[config.mk]
export PLATFORM = sky130hd
export DESIGN_NAME = utf8_byte_stream_decoder_flat
export DESIGN_NICKNAME = d
export VERILOG_FILES = /design/src/ubsd_pkg.sv /design/src/ubsd_if.sv /design/src/utf8_byte_stream_decoder.sv /design/src/ubsd_step.sv /design/src/flat_wrapper.sv
export SDC_FILE = /design/constraint.sdc
export NUM_CORES = 1
export LEC_CHECK = 0
export BUFFER_PORTS_ARGS = -buffer_cell sky130_fd_sc_hd__clkbuf_2
export CAP_MARGIN = 30
export CELL_PAD_IN_SITES_DETAIL_PLACEMENT = 0
export CELL_PAD_IN_SITES_GLOBAL_PLACEMENT = 1
export CORE_MARGIN = 2
export CORE_UTILIZATION = 41
export CTS_CLUSTER_SIZE = 8
export DETAILED_ROUTE_END_ITERATION = 6
export GPL_TIMING_DRIVEN = 0
export PLACE_DENSITY = 0.81
export SLEW_MARGIN = 20
export SYNTH_ARGS = -nofsm -noshare
export SYNTH_HDL_FRONTEND = slang
export SYNTH_SLANG_ARGS = --single-unit
[constraint.sdc]
create_clock -name clk -period 6.5 [get_ports clk]
set_clock_uncertainty 0.15 [all_clocks]
set_input_delay 1.3 -clock clk [delete_from_list [all_inputs] [get_ports clk]]
set_output_delay 1.3 -clock clk [all_outputs]
set_load 0.05 [all_outputs]
[src/ubsd_pkg.sv]
package ubsd_pkg;

  localparam int ByteW   = 8;
  localparam int CpW     = 31;
  localparam int LeftW   = 3;
  localparam int ShamtW  = 6;
  localparam int OnesW   = 4;
  localparam int MaskCnt = 9;

  localparam logic [ByteW-1:0] AsciiLimit = 8'h80;
  localparam logic [ShamtW-1:0] ContShift = 6'd6;

  // Entry k has the top k bits of a byte set.
  localparam logic [ByteW-1:0] LeadMask [MaskCnt] = '{
    8'h00, 8'h80, 8'hC0, 8'hE0, 8'hF0, 8'hF8, 8'hFC, 8'hFE, 8'hFF
  };

  typedef struct packed {
    logic [LeftW-1:0] bytes_left;
    logic [CpW-1:0]   accumulator;
  } ubsd_state_t;

  typedef struct packed {
    logic [CpW-1:0] cp_value;
    logic           is_end;
    logic           complete;
  } ubsd_result_t;

endpackage

[src/ubsd_if.sv]
interface ubsd_byte_if;
  logic                       valid;
  logic                       ready;
  logic [ubsd_pkg::ByteW-1:0] byte_in;

  modport source (output valid, output byte_in, input ready);
  modport sink (input valid, input byte_in, output ready);
endinterface

interface ubsd_cp_if;
  logic                     valid;
  logic                     ready;
  logic [ubsd_pkg::CpW-1:0] cp_value;
  logic                     is_end;
  logic                     complete;

  modport source (output valid, output cp_value, output is_end, output complete, input ready);
  modport sink (input valid, input cp_value, input is_end, input complete, output ready);
endinterface

[src/utf8_byte_stream_decoder.sv]
// UTF-8 byte stream decoder.
//
// Input channel (in_ch): one string byte per item. A zero byte marks the end
// of the string. Result channel (out_ch): one item per decoded code point,
// plus one end item for each zero byte, carrying is_end = 1 and complete = 1
// when no multi-byte sequence was left open. Bytes in the middle of a
// multi-byte sequence produce no result item.
//
// Each accepted byte is held in an input register, then the step logic
// (leading-ones count, mask, shift by six per remaining byte, OR) updates the
// decode state and, when a result is due, loads the result register, which
// drives out_ch.valid. One byte is accepted every cycle as long as the
// result register is empty or being taken in the same cycle.
//
// When the receiver holds out_ch.ready low with a result waiting, the byte in
// the input register waits and in_ch.ready drops once that register is full;
// nothing is lost or repeated. Synchronous reset (rst_n low) empties both
// registers and clears the pending count and the accumulator.
module utf8_byte_stream_decoder (
  input logic         clk,
  input logic         rst_n,
  ubsd_byte_if.sink   in_ch,
  ubsd_cp_if.source   out_ch
);

  logic                        s1_valid_r;
  logic                        s1_valid_nxt;
  logic [ubsd_pkg::ByteW-1:0]  byte_r;
  ubsd_pkg::ubsd_state_t       st_r;
  ubsd_pkg::ubsd_state_t       st_nxt;
  logic                        out_valid_r;
  logic                        out_valid_nxt;
  ubsd_pkg::ubsd_result_t      res_r;
  ubsd_pkg::ubsd_result_t      step_res;
  logic                        step_emit;
  logic                        out_free;
  logic                        s1_fire;
  logic                        in_fire;

  // The stage moves whenever the result register is empty or is being taken.
  assign out_free    = !out_valid_r || out_ch.ready;
  assign s1_fire     = s1_valid_r && out_free;
  assign in_ch.ready = !s1_valid_r || out_free;
  assign in_fire     = in_ch.valid && in_ch.ready;

  ubsd_step u_step (
    .byte_i (byte_r),
    .st_i   (st_r),
    .st_o   (st_nxt),
    .res_o  (step_res),
    .emit_o (step_emit)
  );

  always_comb begin
    s1_valid_nxt = s1_valid_r;
    if (in_ch.ready) begin
      s1_valid_nxt = in_ch.valid;
    end
  end

  always_comb begin
    out_valid_nxt = out_valid_r;
    if (s1_fire && step_emit) begin
      out_valid_nxt = 1'b1;
    end else if (out_ch.ready) begin
      out_valid_nxt = 1'b0;
    end
  end

  always_ff @(posedge clk) begin
    if (!rst_n) begin
      s1_valid_r  <= 1'b0;
      out_valid_r <= 1'b0;
      st_r        <= '0;
    end else begin
      s1_valid_r  <= s1_valid_nxt;
      out_valid_r <= out_valid_nxt;
      if (s1_fire) begin
        st_r <= st_nxt;
      end
    end
  end

  always_ff @(posedge clk) begin
    if (in_fire) begin
      byte_r <= in_ch.byte_in;
    end
    if (s1_fire && step_emit) begin
      res_r <= step_res;
    end
  end

  assign out_ch.valid    = out_valid_r;
  assign out_ch.cp_value = res_r.cp_value;
  assign out_ch.is_end   = res_r.is_end;
  assign out_ch.complete = res_r.complete;

  // A byte that yields a result must land in the result register.
  a_emit_loads: assert property (@(posedge clk) disable iff (!rst_n)
    s1_fire && step_emit |=> out_valid_r)
    else $error("emitted result not loaded");

  // A plain ASCII byte or end of string always closes any open sequence.
  a_ascii_closes: assert property (@(posedge clk) disable iff (!rst_n)
    s1_fire && (byte_r < ubsd_pkg::AsciiLimit) |=> st_r.bytes_left == '0)
    else $error("sequence left open after ASCII byte");

  // complete is only ever set on end items.
  a_end_payload: assert property (@(posedge clk) disable iff (!rst_n)
    out_valid_r && !res_r.is_end |-> !res_r.complete)
    else $error("complete set on a code point item");

  // An end item carries a zero code point.
  a_end_zero: assert property (@(posedge clk) disable iff (!rst_n)
    out_valid_r && res_r.is_end |-> res_r.cp_value == '0)
    else $error("end item with nonzero code point");

endmodule

[src/ubsd_step.sv]
module ubsd_step (
  input  logic [ubsd_pkg::ByteW-1:0] byte_i,
  input  ubsd_pkg::ubsd_state_t      st_i,
  output ubsd_pkg::ubsd_state_t      st_o,
  output ubsd_pkg::ubsd_result_t     res_o,
  output logic                       emit_o
);

  logic [ubsd_pkg::OnesW-1:0]  ones;
  logic                        run;
  logic [ubsd_pkg::OnesW-1:0]  left_sel;
  logic [ubsd_pkg::OnesW-1:0]  left_dec;
  logic [ubsd_pkg::LeftW-1:0]  left_new;
  logic [ubsd_pkg::OnesW-1:0]  idx;
  logic [ubsd_pkg::ByteW-1:0]  data;
  logic [ubsd_pkg::ShamtW-1:0] shamt;
  logic [ubsd_pkg::CpW-1:0]    shifted;
  logic [ubsd_pkg::CpW-1:0]    acc_base;
  logic                        idle;

  // Leading-ones count of the byte, 0 to 8.
  always_comb begin
    ones = '0;
    run  = 1'b1;
    for (int i = ubsd_pkg::ByteW - 1; i >= 0; i--) begin
      run = run & byte_i[i];
      ones = ones + {{(ubsd_pkg::OnesW-1){1'b0}}, run};
    end
  end

  assign idle     = (st_i.bytes_left == '0);
  assign left_sel = idle ? ones : {1'b0, st_i.bytes_left};
  assign left_dec = left_sel - 4'd1;
  assign left_new = left_dec[ubsd_pkg::LeftW-1:0];
  assign idx      = (ones == 4'd8) ? 4'd8 : ones + 4'd1;
  assign data     = byte_i & ~ubsd_pkg::LeadMask[idx];
  assign shamt    = 6'({3'b000, left_new} * ubsd_pkg::ContShift);
  assign shifted  = {{(ubsd_pkg::CpW-ubsd_pkg::ByteW){1'b0}}, data} << shamt;
  assign acc_base = idle ? '0 : st_i.accumulator;

  always_comb begin
    st_o  = '0;
    res_o = '0;
    emit_o = 1'b0;
    if (byte_i == '0) begin
      // End of string: report whether a sequence was left open, then clear.
      res_o.is_end   = 1'b1;
      res_o.complete = idle;
      emit_o         = 1'b1;
    end else if (byte_i < ubsd_pkg::AsciiLimit) begin
      st_o.accumulator = {{(ubsd_pkg::CpW-ubsd_pkg::ByteW){1'b0}}, byte_i};
      res_o.cp_value   = st_o.accumulator;
      emit_o           = 1'b1;
    end else begin
      st_o.bytes_left  = left_new;
      st_o.accumulator = acc_base | shifted;
      res_o.cp_value   = st_o.accumulator;
      emit_o           = (left_new == '0);
    end
  end

endmodule
[src/flat_wrapper.sv]
// flat-port wrapper written by rule: the top's interface ports become plain ports
module utf8_byte_stream_decoder_flat 
  (clk, rst_n, in_ch_valid, in_ch_byte_in, in_ch_ready, out_ch_valid, out_ch_cp_value, out_ch_is_end, out_ch_complete, out_ch_ready);
  ubsd_byte_if in_ch_i ();
  ubsd_cp_if out_ch_i ();
  input logic clk;
  input logic rst_n;
  input wire logic [$bits(in_ch_i.valid)-1:0] in_ch_valid;
  input wire logic [$bits(in_ch_i.byte_in)-1:0] in_ch_byte_in;
  output wire logic [$bits(in_ch_i.ready)-1:0] in_ch_ready;
  output wire logic [$bits(out_ch_i.valid)-1:0] out_ch_valid;
  output wire logic [$bits(out_ch_i.cp_value)-1:0] out_ch_cp_value;
  output wire logic [$bits(out_ch_i.is_end)-1:0] out_ch_is_end;
  output wire logic [$bits(out_ch_i.complete)-1:0] out_ch_complete;
  input wire logic [$bits(out_ch_i.ready)-1:0] out_ch_ready;
  assign in_ch_i.valid = in_ch_valid;
  assign in_ch_i.byte_in = in_ch_byte_in;
  assign in_ch_ready = in_ch_i.ready;
  assign out_ch_valid = out_ch_i.valid;
  assign out_ch_cp_value = out_ch_i.cp_value;
  assign out_ch_is_end = out_ch_i.is_end;
  assign out_ch_complete = out_ch_i.complete;
  assign out_ch_i.ready = out_ch_ready;
  utf8_byte_stream_decoder u_core (.clk(clk), .rst_n(rst_n), .in_ch(in_ch_i), .out_ch(out_ch_i));
endmodule
Word-level counts from Yosys, hierarchy flattened

Memories as Yosys holds them, arrays and structs flattened.
Index checks and enable logic that the tools add are counted.

Register bits: 77
Memory bits (read-only): 128
Input port bits: 12
Memories kept: 1

$add $sub $neg: 9
$mul: 1
$lt $le $gt $ge: 2
Equal/unequal tests: 1
Shift operators: 1
Muxes and demuxes: 13
Bitwise gates (word level): 11
Reduce and logical (&&, ||, !) cells: 11

Memory list:

| memory          | depth | bits a word | read ports | clocked after memory_dff | wr ports | RTL line        | text |
|---|---|---|---|---|---|---|---|
| (no name shown) | 16    | 8           | 1          | 0                        | 0        | ubsd_step.sv:36 | `assign data = byte_i & ~ubsd_pkg::LeadMask[idx];` |

Operators with widths:

| cell                                                               | number |
|---|---|
| 31-bit 2-to-1 mux                                                  | 2 |
| 34-bit 2-to-1 mux                                                  | 1 |
| 31-bit bitwise OR                                                  | 1 |
| 8-bit by 6-bit << shifter with 31-bit output                       | 1 |
| 4-bit by 1-bit adder with 4-bit output                             | 4 |
| 8-bit 2-to-1 mux                                                   | 2 |
| 8-bit bitwise AND                                                  | 1 |
| 8-bit logical NOT                                                  | 1 |
| 8-bit < comparator, second input constant                          | 1 |
| 8-bit inverter                                                     | 1 |
| 1-bit bitwise AND                                                  | 7 |
| 3-bit logical NOT                                                  | 2 |
| 3-bit 2-to-1 mux                                                   | 2 |
| 5-bit greater-or-equal comparator, second input constant           | 1 |
| 3-bit by 2-bit multiplier with 5-bit output, second input constant | 1 |
| 4-bit inverter with 5-bit output                                   | 1 |
| 3-bit by 1-bit adder with 4-bit output                             | 1 |
| 4-bit by 1-bit adder with 4-bit output, second input constant      | 1 |
| 4-bit == test, second input constant                               | 1 |
| 1-bit 2-to-1 mux                                                   | 4 |
| 4-bit 2-to-1 mux                                                   | 1 |
| 2-bit by 1-bit adder with 3-bit output                             | 1 |
| 1-bit logical AND                                                  | 3 |
| 3-bit by 1-bit subtractor with 3-bit output, second input constant | 1 |
| other kinds (5)                                                    | 7 |

Longest topological paths before layout

Gate-level depths: netlist of the first run.

Depth in word-level cells: 20
Mapped depth: 22
Mapped depth without buffers: 20

By module

Synthesis of the first run repeated with hierarchy kept, for this count alone.

Cells, all modules: 442
Area, all modules: 4,321.6 µm²

Modules (own cells, without submodules):

| module                   | times used | cells each | area an instance (µm²) |
|---|---|---|---|
| utf8_byte_stream_decoder | 1          | 201        | 2,712.6 |
| ubsd_step                | 1          | 241        | 1,609.0 |

Worst setup path after synthesis of the first run

OpenSTA, ideal clock, no wires.

Path kind: register to register
Start point: reg u_core.byte_r[7] (netlist bit)
End point: reg u_core.res_r, in the netlist u_core.out_ch.complete (enable)
Setup time: 436 ps
Arrival time: 6,650 ps
Data required time: 5,914 ps
Slack: -736 ps
Stages on the path, launching flop included: 18
Path buffers: 4
Clock period less this slack: 7,236 ps
Cell sequence: edfxtp_1 clkbuf_1 clkbuf_1 clkbuf_1 nand2_1 fa_1 inv_1 fa_1 fa_1 ha_1 fa_1 a21o_1 inv_1 clkbuf_1 ha_1 xnor2_1 nand2b_1 a21oi_1

Cells in the longest elaborated chain, start to end: 14
Elaborated cells on any way between the ends: 22
Those cells by class: add/sub (8); order compare (1); mux (3); bitwise (7); reduce/logical (3)

RTL lines:

| item                                                                                      | RTL line                         | text |
|---|---|---|
| start, declared                                                                           | utf8_byte_stream_decoder.sv:28   | `logic [ubsd_pkg::ByteW-1:0] byte_r;` |
| start signal, assigned                                                                    | utf8_byte_stream_decoder.sv:86   | `byte_r <= in_ch.byte_in;` |
| 1-bit bitwise AND                                                                         | ubsd_step.sv:26                  | `run = run & byte_i[i];` |
| 1-bit by 1-bit adder with 2-bit output or 1-bit bitwise AND (tied branches)               | ubsd_step.sv:27, ubsd_step.sv:26 |  |
| 2-bit by 1-bit adder with 3-bit output or 1-bit bitwise AND (tied branches)               | ubsd_step.sv:27, ubsd_step.sv:26 |  |
| 3-bit by 1-bit adder with 4-bit output or 1-bit bitwise AND (tied branches)               | ubsd_step.sv:27, ubsd_step.sv:26 |  |
| 4-bit by 1-bit adder with 4-bit output or 1-bit bitwise AND (tied branches) (3 in series) | ubsd_step.sv:27, ubsd_step.sv:26 |  |
| 4-bit by 1-bit adder with 4-bit output                                                    | ubsd_step.sv:27                  | `ones = ones + {{(ubsd_pkg::OnesW-1){1'b0}}, run};` |
| 3-bit 2-to-1 mux                                                                          | ubsd_step.sv:32                  | `assign left_sel = idle ? ones : {1'b0, st_i.bytes_left};` |
| 3-bit by 1-bit subtractor with 3-bit output                                               | ubsd_step.sv:33                  | `assign left_dec = left_sel - 4'd1;` |
| 3-bit logical NOT                                                                         | ubsd_step.sv:58                  | `emit_o = (left_new == '0);` |
| 1-bit 2-to-1 mux                                                                          | ubsd_step.sv:50                  | `end else if (byte_i < ubsd_pkg::AsciiLimit) begin` |
| 1-bit 2-to-1 mux *                                                                        | ubsd_step.sv:45                  | `if (byte_i == '0) begin` |
| 1-bit logical AND *                                                                       | utf8_byte_stream_decoder.sv:88   | `if (s1_fire && step_emit) begin` |
| end signal, assigned                                                                      | utf8_byte_stream_decoder.sv:89   | `res_r <= step_res;` |
| end, declared                                                                             | utf8_byte_stream_decoder.sv:33   | `ubsd_pkg::ubsd_result_t res_r;` |

Every way passes the cells marked *; elsewhere a longest branch is shown, timed or not.
A chain may end at the register's enable or synchronous reset.

Worst setup path in the final report of the first run

Start point: reg u_core.byte_r[7] (netlist bit)
End point: reg u_core.res_r, in the netlist u_core.out_ch.cp_value[19] (data pin)

Cells in the longest elaborated chain, start to end: 19
Elaborated cells on any way between the ends: 31
Those cells by class: add/sub (9); mul (1); order compare (1); eq/ne (1); shift (1); mux (5); bitwise (11); reduce/logical (1); memory (1)

RTL lines:

| item                                                                                      | RTL line                         | text |
|---|---|---|
| 1-bit bitwise AND                                                                         | ubsd_step.sv:26                  |  |
| 1-bit by 1-bit adder with 2-bit output or 1-bit bitwise AND (tied branches)               | ubsd_step.sv:27, ubsd_step.sv:26 |  |
| 2-bit by 1-bit adder with 3-bit output or 1-bit bitwise AND (tied branches)               | ubsd_step.sv:27, ubsd_step.sv:26 |  |
| 3-bit by 1-bit adder with 4-bit output or 1-bit bitwise AND (tied branches)               | ubsd_step.sv:27, ubsd_step.sv:26 |  |
| 4-bit by 1-bit adder with 4-bit output or 1-bit bitwise AND (tied branches) (3 in series) | ubsd_step.sv:27, ubsd_step.sv:26 |  |
| 4-bit by 1-bit adder with 4-bit output                                                    | ubsd_step.sv:27                  |  |
| 4-bit by 1-bit adder with 4-bit output or 4-bit == test (tied branches)                   | ubsd_step.sv:35                  | `assign idx = (ones == 4'd8) ? 4'd8 : ones + 4'd1;` |
| 4-bit 2-to-1 mux                                                                          | ubsd_step.sv:35                  |  |
| 4-bit inverter with 5-bit output (implied by the code)                                    | ubsd_step.sv:36                  |  |
| memory 16 x 8 bit                                                                         | n/a                              |  |
| 8-bit 2-to-1 mux (implied by the code) (2 in series)                                      | ubsd_step.sv:36                  |  |
| 8-bit inverter                                                                            | ubsd_step.sv:36                  |  |
| 8-bit bitwise AND                                                                         | ubsd_step.sv:36                  |  |
| 8-bit by 6-bit << shifter with 31-bit output                                              | ubsd_step.sv:38                  | `assign shifted = {{(ubsd_pkg::CpW-ubsd_pkg::ByteW){1'b0}}, data} << shamt;` |
| 31-bit bitwise OR                                                                         | ubsd_step.sv:56                  | `st_o.accumulator = acc_base \| shifted;` |
| 31-bit 2-to-1 mux                                                                         | n/a                              |  |

Parallel ways exist; a longest one is shown, timed or not. The select of a mux whose other input is x is not followed.

==> results of run 1 <==
layout by cell type, fill, tap and decap left out, types with 14 or more instances in the layout:
master / instances
a21oi_1: 22
a22o_1: 15
buf_4: 18
clkbuf_1: 15
clkbuf_2: 46
dfxtp_1: 36
edfxtp_1: 41
nand2_1: 56
nand3_1: 14
nor2_1: 30
o21ai_0: 27
final timing paths:
check | from | to | depth (start not counted)
worst max-delay path | u_core.byte_r[7]$_DFFE_PP_ | u_core.out_ch.cp_value[19]$_SDFFCE_PP0P_ | 23
worst min-delay path | u_core.st_r[22]$_SDFFE_PN0P_ | u_core.st_r[22]$_SDFFE_PN0P_ | 2
worst max register to register | u_core.byte_r[7]$_DFFE_PP_ | u_core.out_ch.cp_value[19]$_SDFFCE_PP0P_ | 23
worst min register to register | u_core.st_r[22]$_SDFFE_PN0P_ | u_core.st_r[22]$_SDFFE_PN0P_ | 2
metal layers:
metal,wire [um],GRT usage,vias up
met5,0,0,-
met1,5240,0.295,1770
met3,729,0.0437,29
met4,335,0.0962,0
li1,-,-,1761
met2,5530,0.347,154
power by group:
| part | leakage [nW] | switching, W | internal (W) |
|---|---|---|---|
| sequential | 0.715 | 0.0000152 | 0.000551 |
| combinational | 1.15 | 0.000481 | 0.000258 |
| clock | 0.101 | 0.000172 | 0.000216 |
sequential cells by signal (all words and copies together), names as in the netlist:
name	cells
u_core.byte_r	8
u_core.out_ch.complete	1
u_core.out_ch.cp_value	31
u_core.out_ch.is_end	1
u_core.out_ch.valid	1
u_core.s1_valid_r	1
u_core.st_r	34
cell type report:
class | count | area (um^2)
fill | 942 | 4720
multi-input combinational | 318 | 2220
sequential | 77 | 1950
timing repair buffer | 61 | 363
tap | 133 | 166
buffer | 24 | 144
clock buffer | 12 | 135
clock inverter | 4 | 72.6
inverter | 12 | 45.0
worst register-to-register path: cells and delay by family (launching register included):
| kind | cells | cell delay (ns) |
|---|---|---|
| xor gates and xnor gates | 2 | 0.40 |
| adders and majority gates | 7 | 2.87 |
| AOI/OAI and AO/OA | 3 | 0.67 |
| and+or+nand+nor | 5 | 0.88 |
| buffers and inverters | 6 | 0.71 |
| DFF | 1 | 0.37 |
cell families (layout without fill, tap and decap cells):
logic type,after synthesis,in the layout,synth area share
AO/OA/AOI/OAI,133,133,0.225
buffers and inverters,36,113,0.0379
XOR/XNOR,7,7,0.0184
AND/OR/NAND/NOR,160,160,0.188
multiplexers,4,4,0.0102
adder cells (fa/ha/maj),14,14,0.0512
flip-flops,77,77,0.470
through the flow:
| stage | setup slack [ns] | hold WS [ns] |
|---|---|---|
| global route | -0.00565 | 0.336 |
| global placement | -0.943 | 0.282 |
| CTS | 0.0242 | 0.306 |
| floorplan | 0.0427 | 0.275 |
| detailed placement | -0.972 | 0.289 |
| finish | 0.215 | 0.308 |
timing repair:
action	in CTS	in global routing
gates resized for setup	18	17
buffers inserted	7	7
pin swaps	2	5
endpoints found under the setup margin	88	57
==> results.yml, run 1 <==
grt:
  antenna_found_initial: 0
  grt_use_total: 0.220
  grt_pass1_vias: 3457
  grt_pass1_wl_um: 18600
  grt_max_degree: 27
  grt-ovfl-total: 0
finish:
  fin_cells: 641
  area_growth_pct: 22.6
  antenna_cells: 0
  final_nets: 529
  stdcell_area_um2: 5100
  final_util: 0.519
  drive_above_1_share: 0.234
power:
  total_leakage_power_nw: 1.97
  max-vdd-ir-drop_mv: 0.142
  powerDensity_nw_per_um2: 332
  finalPower_w: 0.00169
clock_tree:
  clk_pin_slew_ns: 0.08
  cts_tree: "yes"
  hold_buffers: 0
  h-tree-depth: 3
  root_buffer: "clkbuf_8"
  clk_latency_ns: 0.36
  numCtsBuffers: 9
  clock_path_buffers: 2
  clock_sinks: 77
timing:
  maxSlewHeadroom: 0.479
  setup_viol: 0
  min_period_ns: 6.28
  max_freq_ghz: 0.159
  worst_pin_slew_ns: 0.779
  min_period_over_period: 0.967
  finalMaxSlewViolations: 0
  fin_setup_tns_ns: 0
  finalHoldViolations: 0
flow_run:
  drv_cap: 0
routing:
  viasPerCell: 5.79
  dr.pass1.iters: 5
  drc: 0
  drtIter0Drc: 287
  via_count: 3714
  post_drt_wl_per_cell_um: 18.5
  final_antenna_net_count: 0
  wirelength_um: 11800
status:
  outcome: "complete, no violations"
placement:
  dpl.hpwl_um: 8410
  dp_cells: 611
  post_dp_cell_area_um2: 4610
  portBuffers: 46
  place.gp.congestion: 0.957
synthesis:
  synthFlopType: "edfxtp_1"
  yosysMostFrequentCell: "nand2_1"
  synth_top_cell_by_area: "edfxtp_1"
  syn_nets: 457
  synth.distinct_cells: 66
  yosys_warnings: 0
  yosys_register_bits: 77
  synthTopCellsByArea: "edfxtp_1 (30%), dfxtp_1 (17%), nand2_1 (5.1%)"
  synth_top_area_share: 0.296
  synth_edf_count: 41
  ys_seq_area_frac: 0.470
  synthArstFlopShare: 0
  syn_area_um2: 4160
  synth.avg_cell_area_um2: 9.64
  syn_inst: 431
  synthTopCellsByCount: "nand2_1 (56), edfxtp_1 (41), dfxtp_1 (36), nor2_1 (31), o21ai_0 (27)"
floorplan:
  core_area_um2: 9820
  num_io_pins: 47
  rows: 36
  dieArea_um2: 11000
  start_util: 0.423
  die_w_um: 105
  die_h_um: 105
setup_path:
  cp_top_family: "adder cells"
  crit_chain: "buf_4, and3_4, and3_4, and3_4, nand2_1, fa_1, inv_1, fa_1, fa_1, ha_4, fa_2, a21o_4, inv_2, buf_8, ha_4, buf_4, fa_2, xnor2_4, xnor2_4, and3_1, buf_2, a32o_1, o21a_1"
  timing_worst_setup_path_type: "register to register"
  critPathMaxStageDelay_ns: 0.57
  crit_path_end_kind: "register"
  cpMaxStageDelayCell: "fa_2"
  worstPathRequired_ns: 6.47
  worstPathMaxFanout: 10
  rrSetupSlack_ns: 0.22
  crit_arrival_ns: 6.26
  cp-start-kind: "register"
  worst-path-buf-inv: 6
worst_hold_path:
  hold_path_class: "register to register"
No activity file was read; power rests on OpenSTA's default activity.
==> inputs of run 2 (changes only) <==
==> constraint.sdc (replaced) <==
create_clock -name clk -period 5.3 [get_ports clk]
set_clock_uncertainty 0.15 [all_clocks]
set_input_delay 1.06 -clock clk [delete_from_list [all_inputs] [get_ports clk]]
set_output_delay 1.06 -clock clk [all_outputs]
set_load 0.05 [all_outputs]
==> run 2 against run 1 <==
The flow now finishes with violations (setup timing). Critical path type unchanged. Sequential share of layout area fell by 5.5 points. Cell count rose by 7.8%. Setup slack got worse by 0.94 ns. Highest routed layer unchanged. First-iteration DRC count rose by 5.9%.
==> results.yml, run 2 (synthesis results as in run 1) <==
timing:
  maxSlewHeadroom: 0.381
  finalMaxSlewViolations: 0
  worst_pin_slew_ns: 0.926
  worst_slack_ns: -0.726
  setup_viol: 62
  min_period_ns: 6.03
  whs_ns: 0.305
  fin_setup_tns_ns: -34.29
  min_period_over_period: 1.14
  rsz0062_at_grt: "yes"
  finalHoldViolations: 0
  max_freq_ghz: 0.166
routing:
  viasPerCell: 5.76
  dr.pass1.iters: 5
  post_drt_wl_per_cell_um: 18.8
  via_count: 3977
  final_antenna_net_count: 0
  drc: 0
  drtIter0Drc: 304
  wirelength_um: 13000
finish:
  area_growth_pct: 43.2
  final_nets: 579
  final_cell_mix: "buf_4 (51), nand2_1 (48), clkbuf_2 (46)"
  drive_above_1_share: 0.425
  n_fill_cell: 830
  antenna_cells: 0
  regArea_um2: 1950
  layout_commonest_cell: "buf_4"
  multiInputGateArea_um2: 2580
  regMostFlops: "u_core.st_r"
  largest_reg_flops: 34
status:
  violations: "setup timing"
  outcome: "complete, but fails checks"
setup_path:
  worstPathRequired_ns: 5.32
  crit_arrival_ns: 6.05
  r2r-end: "u_core.out_ch.cp_value[13]$_SDFFCE_PP0P_"
  cp-start-kind: "register"
  crit_path_end_kind: "register"
  reg2reg_from: "u_core.byte_r[7]$_DFFE_PP_"
  worstPathMaxFanout: 4
  rrSetupSlack_ns: -0.73
  rr_worst_depth: 20
  timing_worst_setup_path_type: "register to register"
power:
  powerDensity_nw_per_um2: 469
  max-vdd-ir-drop_mv: 0.202
  total_leakage_power_nw: 2.37
worst_hold_path:
  hold_path_depth: 2
  hold_end: "u_core.st_r[22]$_SDFFE_PN0P_"
  hold_path_class: "register to register"
  worstHoldStart: "u_core.st_r[22]$_SDFFE_PN0P_"
placement:
  place.gp.congestion: 0.915
  dpl.hpwl_um: 8430
  portBuffers: 46
flow_run:
  drv_cap: 0
clock_tree:
  h-tree-depth: 3
  clock_sinks: 77
  cts_tree: "yes"
  clock_path_buffers: 2
  clk_latency_ns: 0.35
  numCtsBuffers: 9
  root_buffer: "clkbuf_8"
  hold_buffers: 0
  clk_pin_slew_ns: 0.09
floorplan:
  die_w_um: 105
  num_io_pins: 47
  dieArea_um2: 11000
  rows: 36
  die_h_um: 105
  start_util: 0.423
  core_area_um2: 9820
grt:
  antenna_found_initial: 0
  grt_pass1_wl_um: 19600
  grt_max_degree: 27
  grt_use_total: 0.227
  grt_pass1_vias: 3746
  grt-ovfl-total: 0
[run 2: changes by cell type in the layout (fill, tap and decap cells not counted), sizes merged]
cell / change
clkinvlp: +1
clkinv: +2
bufinv: -2
inv: +1
clkbuf: -2
buf: +50
[run 2: final cells by class]
| class | instances | share of cell area |
|---|---|---|
| Buffer | 22 | 0.0286 |
| Tap cell | 133 | 0.0280 |
| Multi-Input combinational cell | 318 | 0.433 |
| Clock inverter | 6 | 0.00778 |
| Clock buffer | 10 | 0.0231 |
| Sequential cell | 77 | 0.328 |
| Timing Repair Buffer | 113 | 0.143 |
| Inverter | 12 | 0.00841 |
[run 2: through the flow]
| stage | utilization | setup WS [ns] | std cells | total power [W] | area (um^2) |
|---|---|---|---|---|---|
| floorplan | - | -0.727 | 431 | 0.00131 | 4300 |
| global placement | 0.479 | -1.58 | 610 | 0.00152 | 4700 |
| detailed placement | 0.482 | -1.58 | 611 | 0.00154 | 4730 |
| CTS | 0.567 | -0.673 | 666 | 0.00249 | 5570 |
| global route | 0.606 | -0.874 | 691 | 0.00291 | 5950 |
| finish | 0.606 | -0.726 | 691 | 0.00279 | 5950 |
[run 2: where the power goes]
part	internal [W]	switching (W)	total [W]	leakage, nW
clock	0.000185	0.000234	0.000419	0.0889
combinational	0.000807	0.000871	0.00168	1.57
sequential	0.000675	0.0000180	0.000693	0.715
[run 2: layer usage]
layer	track usage	vias to the layer above	wire length (um)
met5	0	-	0
met4	0.0648	0	253
met3	0.0368	26	674
met2	0.387	138	6530
met1	0.299	1954	5550
li1	-	1859	-
[run 2: worst max-delay path: stages, from the launching register on]
cell and delay, ns:
edfxtp_1 0.46, and3_4 0.22, and3_4 0.18, and3_4 0.19, nand2_2 0.05, fa_1 0.51
inv_2 0.04, fa_1 0.49, fa_1 0.45, ha_4 0.19, fa_2 0.59, a21o_4 0.15
inv_4 0.04, clkbuf_16 0.14, ha_4 0.17, xnor2_4 0.17, fa_2 0.50, or3_4 0.37
or3_4 0.37, buf_4 0.15, a311oi_2 0.25
[run 2: how the worst max path moves through the flow]
stage                                          start  depth (start not counted)                                       end
after floorplan           u_core.byte_r[7]$_DFFE_PP_                         22  u_core.out_ch.cp_value[19]$_SDFFCE_PP0P_
after global placement    u_core.byte_r[7]$_DFFE_PP_                         21  u_core.out_ch.cp_value[29]$_SDFFCE_PP0P_
after detailed placement  u_core.byte_r[7]$_DFFE_PP_                         21  u_core.out_ch.cp_value[29]$_SDFFCE_PP0P_
after CTS                 u_core.byte_r[7]$_DFFE_PP_                         20              u_core.st_r[13]$_SDFFE_PN0P_
after global routing      u_core.byte_r[7]$_DFFE_PP_                         20              u_core.st_r[13]$_SDFFE_PN0P_
final                     u_core.byte_r[7]$_DFFE_PP_                         20  u_core.out_ch.cp_value[13]$_SDFFCE_PP0P_
[run 2: what timing repair did]
action	4_1_cts	5_1_grt
endpoints found under the setup margin	96	95
pin swaps	49	33
cloned	0	2
setup buffers	40	24
resized for setup	80	44
endpoints found under the hold margin	0	0
==> inputs of run 3 (changes only) <==
--- a/config.mk
+++ b/config.mk
@@ -10,11 +10,11 @@
 export CELL_PAD_IN_SITES_DETAIL_PLACEMENT = 0
 export CELL_PAD_IN_SITES_GLOBAL_PLACEMENT = 1
 export CORE_MARGIN = 2
-export CORE_UTILIZATION = 41
+export CORE_UTILIZATION = 35
 export CTS_CLUSTER_SIZE = 8
 export DETAILED_ROUTE_END_ITERATION = 6
 export GPL_TIMING_DRIVEN = 0
-export PLACE_DENSITY = 0.81
+export PLACE_DENSITY = 0.72
 export SLEW_MARGIN = 20
 export SYNTH_ARGS = -nofsm -noshare
 export SYNTH_HDL_FRONTEND = slang
==> run 3 against run 2 <==
The flow finishes with violations (DRC, setup timing). Worst hold slack worse by 0.0043 ns. Via count down 0.18%. Register-to-register slack about the same. Core utilization down 7.3 points. Count of clock-buffer cells in the layout down 1. Setup slack better by 0.0036 ns. Routed wire length up 1.8%. Critical path depth up 3. Die area up 16%. Global-route usage down 2.0 points. First-iteration DRC count down 15%. Largest cell class unchanged. Largest power group unchanged. Highest routed layer unchanged.
==> results.yml, run 3 (synthesis results as in run 1) <==
status:
  outcome: "complete, but fails checks"
  violations: "DRC, setup timing"
finish:
  regMostFlops: "u_core.st_r"
  final_util: 0.533
  layout_commonest_cell: "buf_4"
  area_growth_pct: 47.8
  final_nets: 581
  drive_above_1_share: 0.434
  stdcell_area_um2: 6140
  antenna_cells: 0
  final_cell_mix: "buf_4 (53), nand2_1 (47), clkbuf_2 (46)"
  largest_reg_flops: 34
floorplan:
  die_w_um: 113
  die_h_um: 113
  dieArea_um2: 12800
  start_util: 0.361
  num_io_pins: 47
  rows: 39
  core_area_um2: 11500
clock_tree:
  h-tree-depth: 3
  clock_path_buffers: 2
  clock_sinks: 77
  clk_pin_slew_ns: 0.06
  root_buffer: "clkbuf_16"
  cts_tree: "yes"
  numCtsBuffers: 9
  clk_latency_ns: 0.34
  hold_buffers: 0
routing:
  final_antenna_net_count: 0
  wirelength_um: 13200
  dr.pass1.iters: 7
  drc: 2
  post_drt_wl_per_cell_um: 18.8
  viasPerCell: 5.65
  via_count: 3970
  drtIter0Drc: 259
timing:
  min_period_over_period: 1.14
  finalHoldViolations: 0
  fin_setup_tns_ns: -33.58
  whs_ns: 0.301
  max_freq_ghz: 0.166
  worst_slack_ns: -0.723
  worst_pin_slew_ns: 0.914
  finalMaxSlewViolations: 0
  min_period_ns: 6.02
  rsz0062_at_grt: "yes"
  maxSlewHeadroom: 0.389
  setup_viol: 62
setup_path:
  timing_worst_setup_path_type: "register to register"
  worstPathMaxFanout: 4
  cp-start-kind: "register"
  worstPathRequired_ns: 5.25
  crit_arrival_ns: 5.97
  crit_path_end_kind: "register"
grt:
  grt-ovfl-total: 0
  grt_pass1_vias: 3754
  antenna_found_initial: 0
  grt_use_total: 0.208
  grt_pass1_wl_um: 20400
  grt_max_degree: 26
power:
  pwr-share-seq: 0.233
  pwr-share-clk: 0.209
  swShare: 0.380
  powerDensity_nw_per_um2: 484
  p_int_w: 0.00184
  pwr-share-comb: 0.558
  max-vdd-ir-drop_mv: 0.200
  switchingPower_w: 0.00113
  total_leakage_power_nw: 2.47
worst_hold_path:
  hold_path_class: "register to register"
placement:
  place.gp.congestion: 0.879
  portBuffers: 46
  post_dp_cell_area_um2: 4750
  dpl.hpwl_um: 8860
flow_run:
  drv_cap: 0
[run 3: changes by cell type in the layout (fill, tap and decap cells not counted), sizes merged]
cell and delta:
buf +3, bufinv +1, clkbuf -2, clkinv +1, inv -1
[run 3: worst max-delay path: stages (launching register included)]
cell       delay (ns)
edfxtp_1         0.36
and3_4           0.19
and3_4           0.18
and3_4           0.21
nand2_4          0.05
fa_1             0.52
inv_2            0.04
fa_1             0.55
fa_1             0.47
ha_4             0.20
fa_2             0.56
a21o_4           0.15
inv_4            0.04
clkbuf_16        0.14
ha_4             0.27
inv_4            0.04
fa_2             0.63
buf_4            0.13
buf_6            0.08
buf_6            0.10
nand2b_4         0.17
nor3_4           0.08
a32o_2           0.29
o21a_1           0.17
[run 3: cell type report]
cell class / instances / area (um^2)
clock buffers: 9 / 225
flip-flops and latches: 77 / 1950
clock inverters: 7 / 76.3
repair buffers: 115 / 885
plain buffers: 22 / 171
fillers: 1012 / 5370
multi-input cells: 318 / 2610
inverters: 12 / 50.0
well taps: 143 / 179
[run 3: through the flow]
step | setup WS, ns | instances | power (W)
final | -0.723 | 703 | 0.00297
after global placement | -1.65 | 620 | 0.00153
after global routing | -0.965 | 703 | 0.00310
after floorplan | -0.727 | 431 | 0.00131
after detailed placement | -1.75 | 621 | 0.00155
after CTS | -0.682 | 679 | 0.00277
[run 3: metal layers]
layer	up-vias	GRT usage	part of all wire
li1	1874	-	-
met1	1936	0.279	0.45
met2	133	0.331	0.48
met3	27	0.0359	0.050
met4	0	0.0911	0.026
met5	-	0	0
[run 3: final timing paths]
check                                                   from                                       end  slack, ns  cells after the start
worst min register to register  u_core.st_r[22]$_SDFFE_PN0P_              u_core.st_r[22]$_SDFFE_PN0P_       0.30                      2
worst max register to register    u_core.byte_r[5]$_DFFE_PP_  u_core.out_ch.cp_value[19]$_SDFFCE_PP0P_      -0.72                     23
worst min-delay path            u_core.st_r[22]$_SDFFE_PN0P_              u_core.st_r[22]$_SDFFE_PN0P_       0.30                      2
worst max-delay path              u_core.byte_r[5]$_DFFE_PP_  u_core.out_ch.cp_value[19]$_SDFFCE_PP0P_      -0.72                     23
[run 3: power groups by stage]
stage / registers [W] / logic [W] / clock network, W
floorplan: 0.000753 / 0.000562 / 0
global placement: 0.000709 / 0.000822 / 0
detailed placement: 0.000709 / 0.000839 / 0
CTS: 0.000694 / 0.00145 / 0.000628
global route: 0.000697 / 0.00175 / 0.000650
finish: 0.000694 / 0.00166 / 0.000620
[run 3: what timing repair did]
action,CTS,global route
resized for setup,97,33
pin swaps,60,39
setup buffers,44,24
setup endpoints to repair,96,96
cloned,0,2
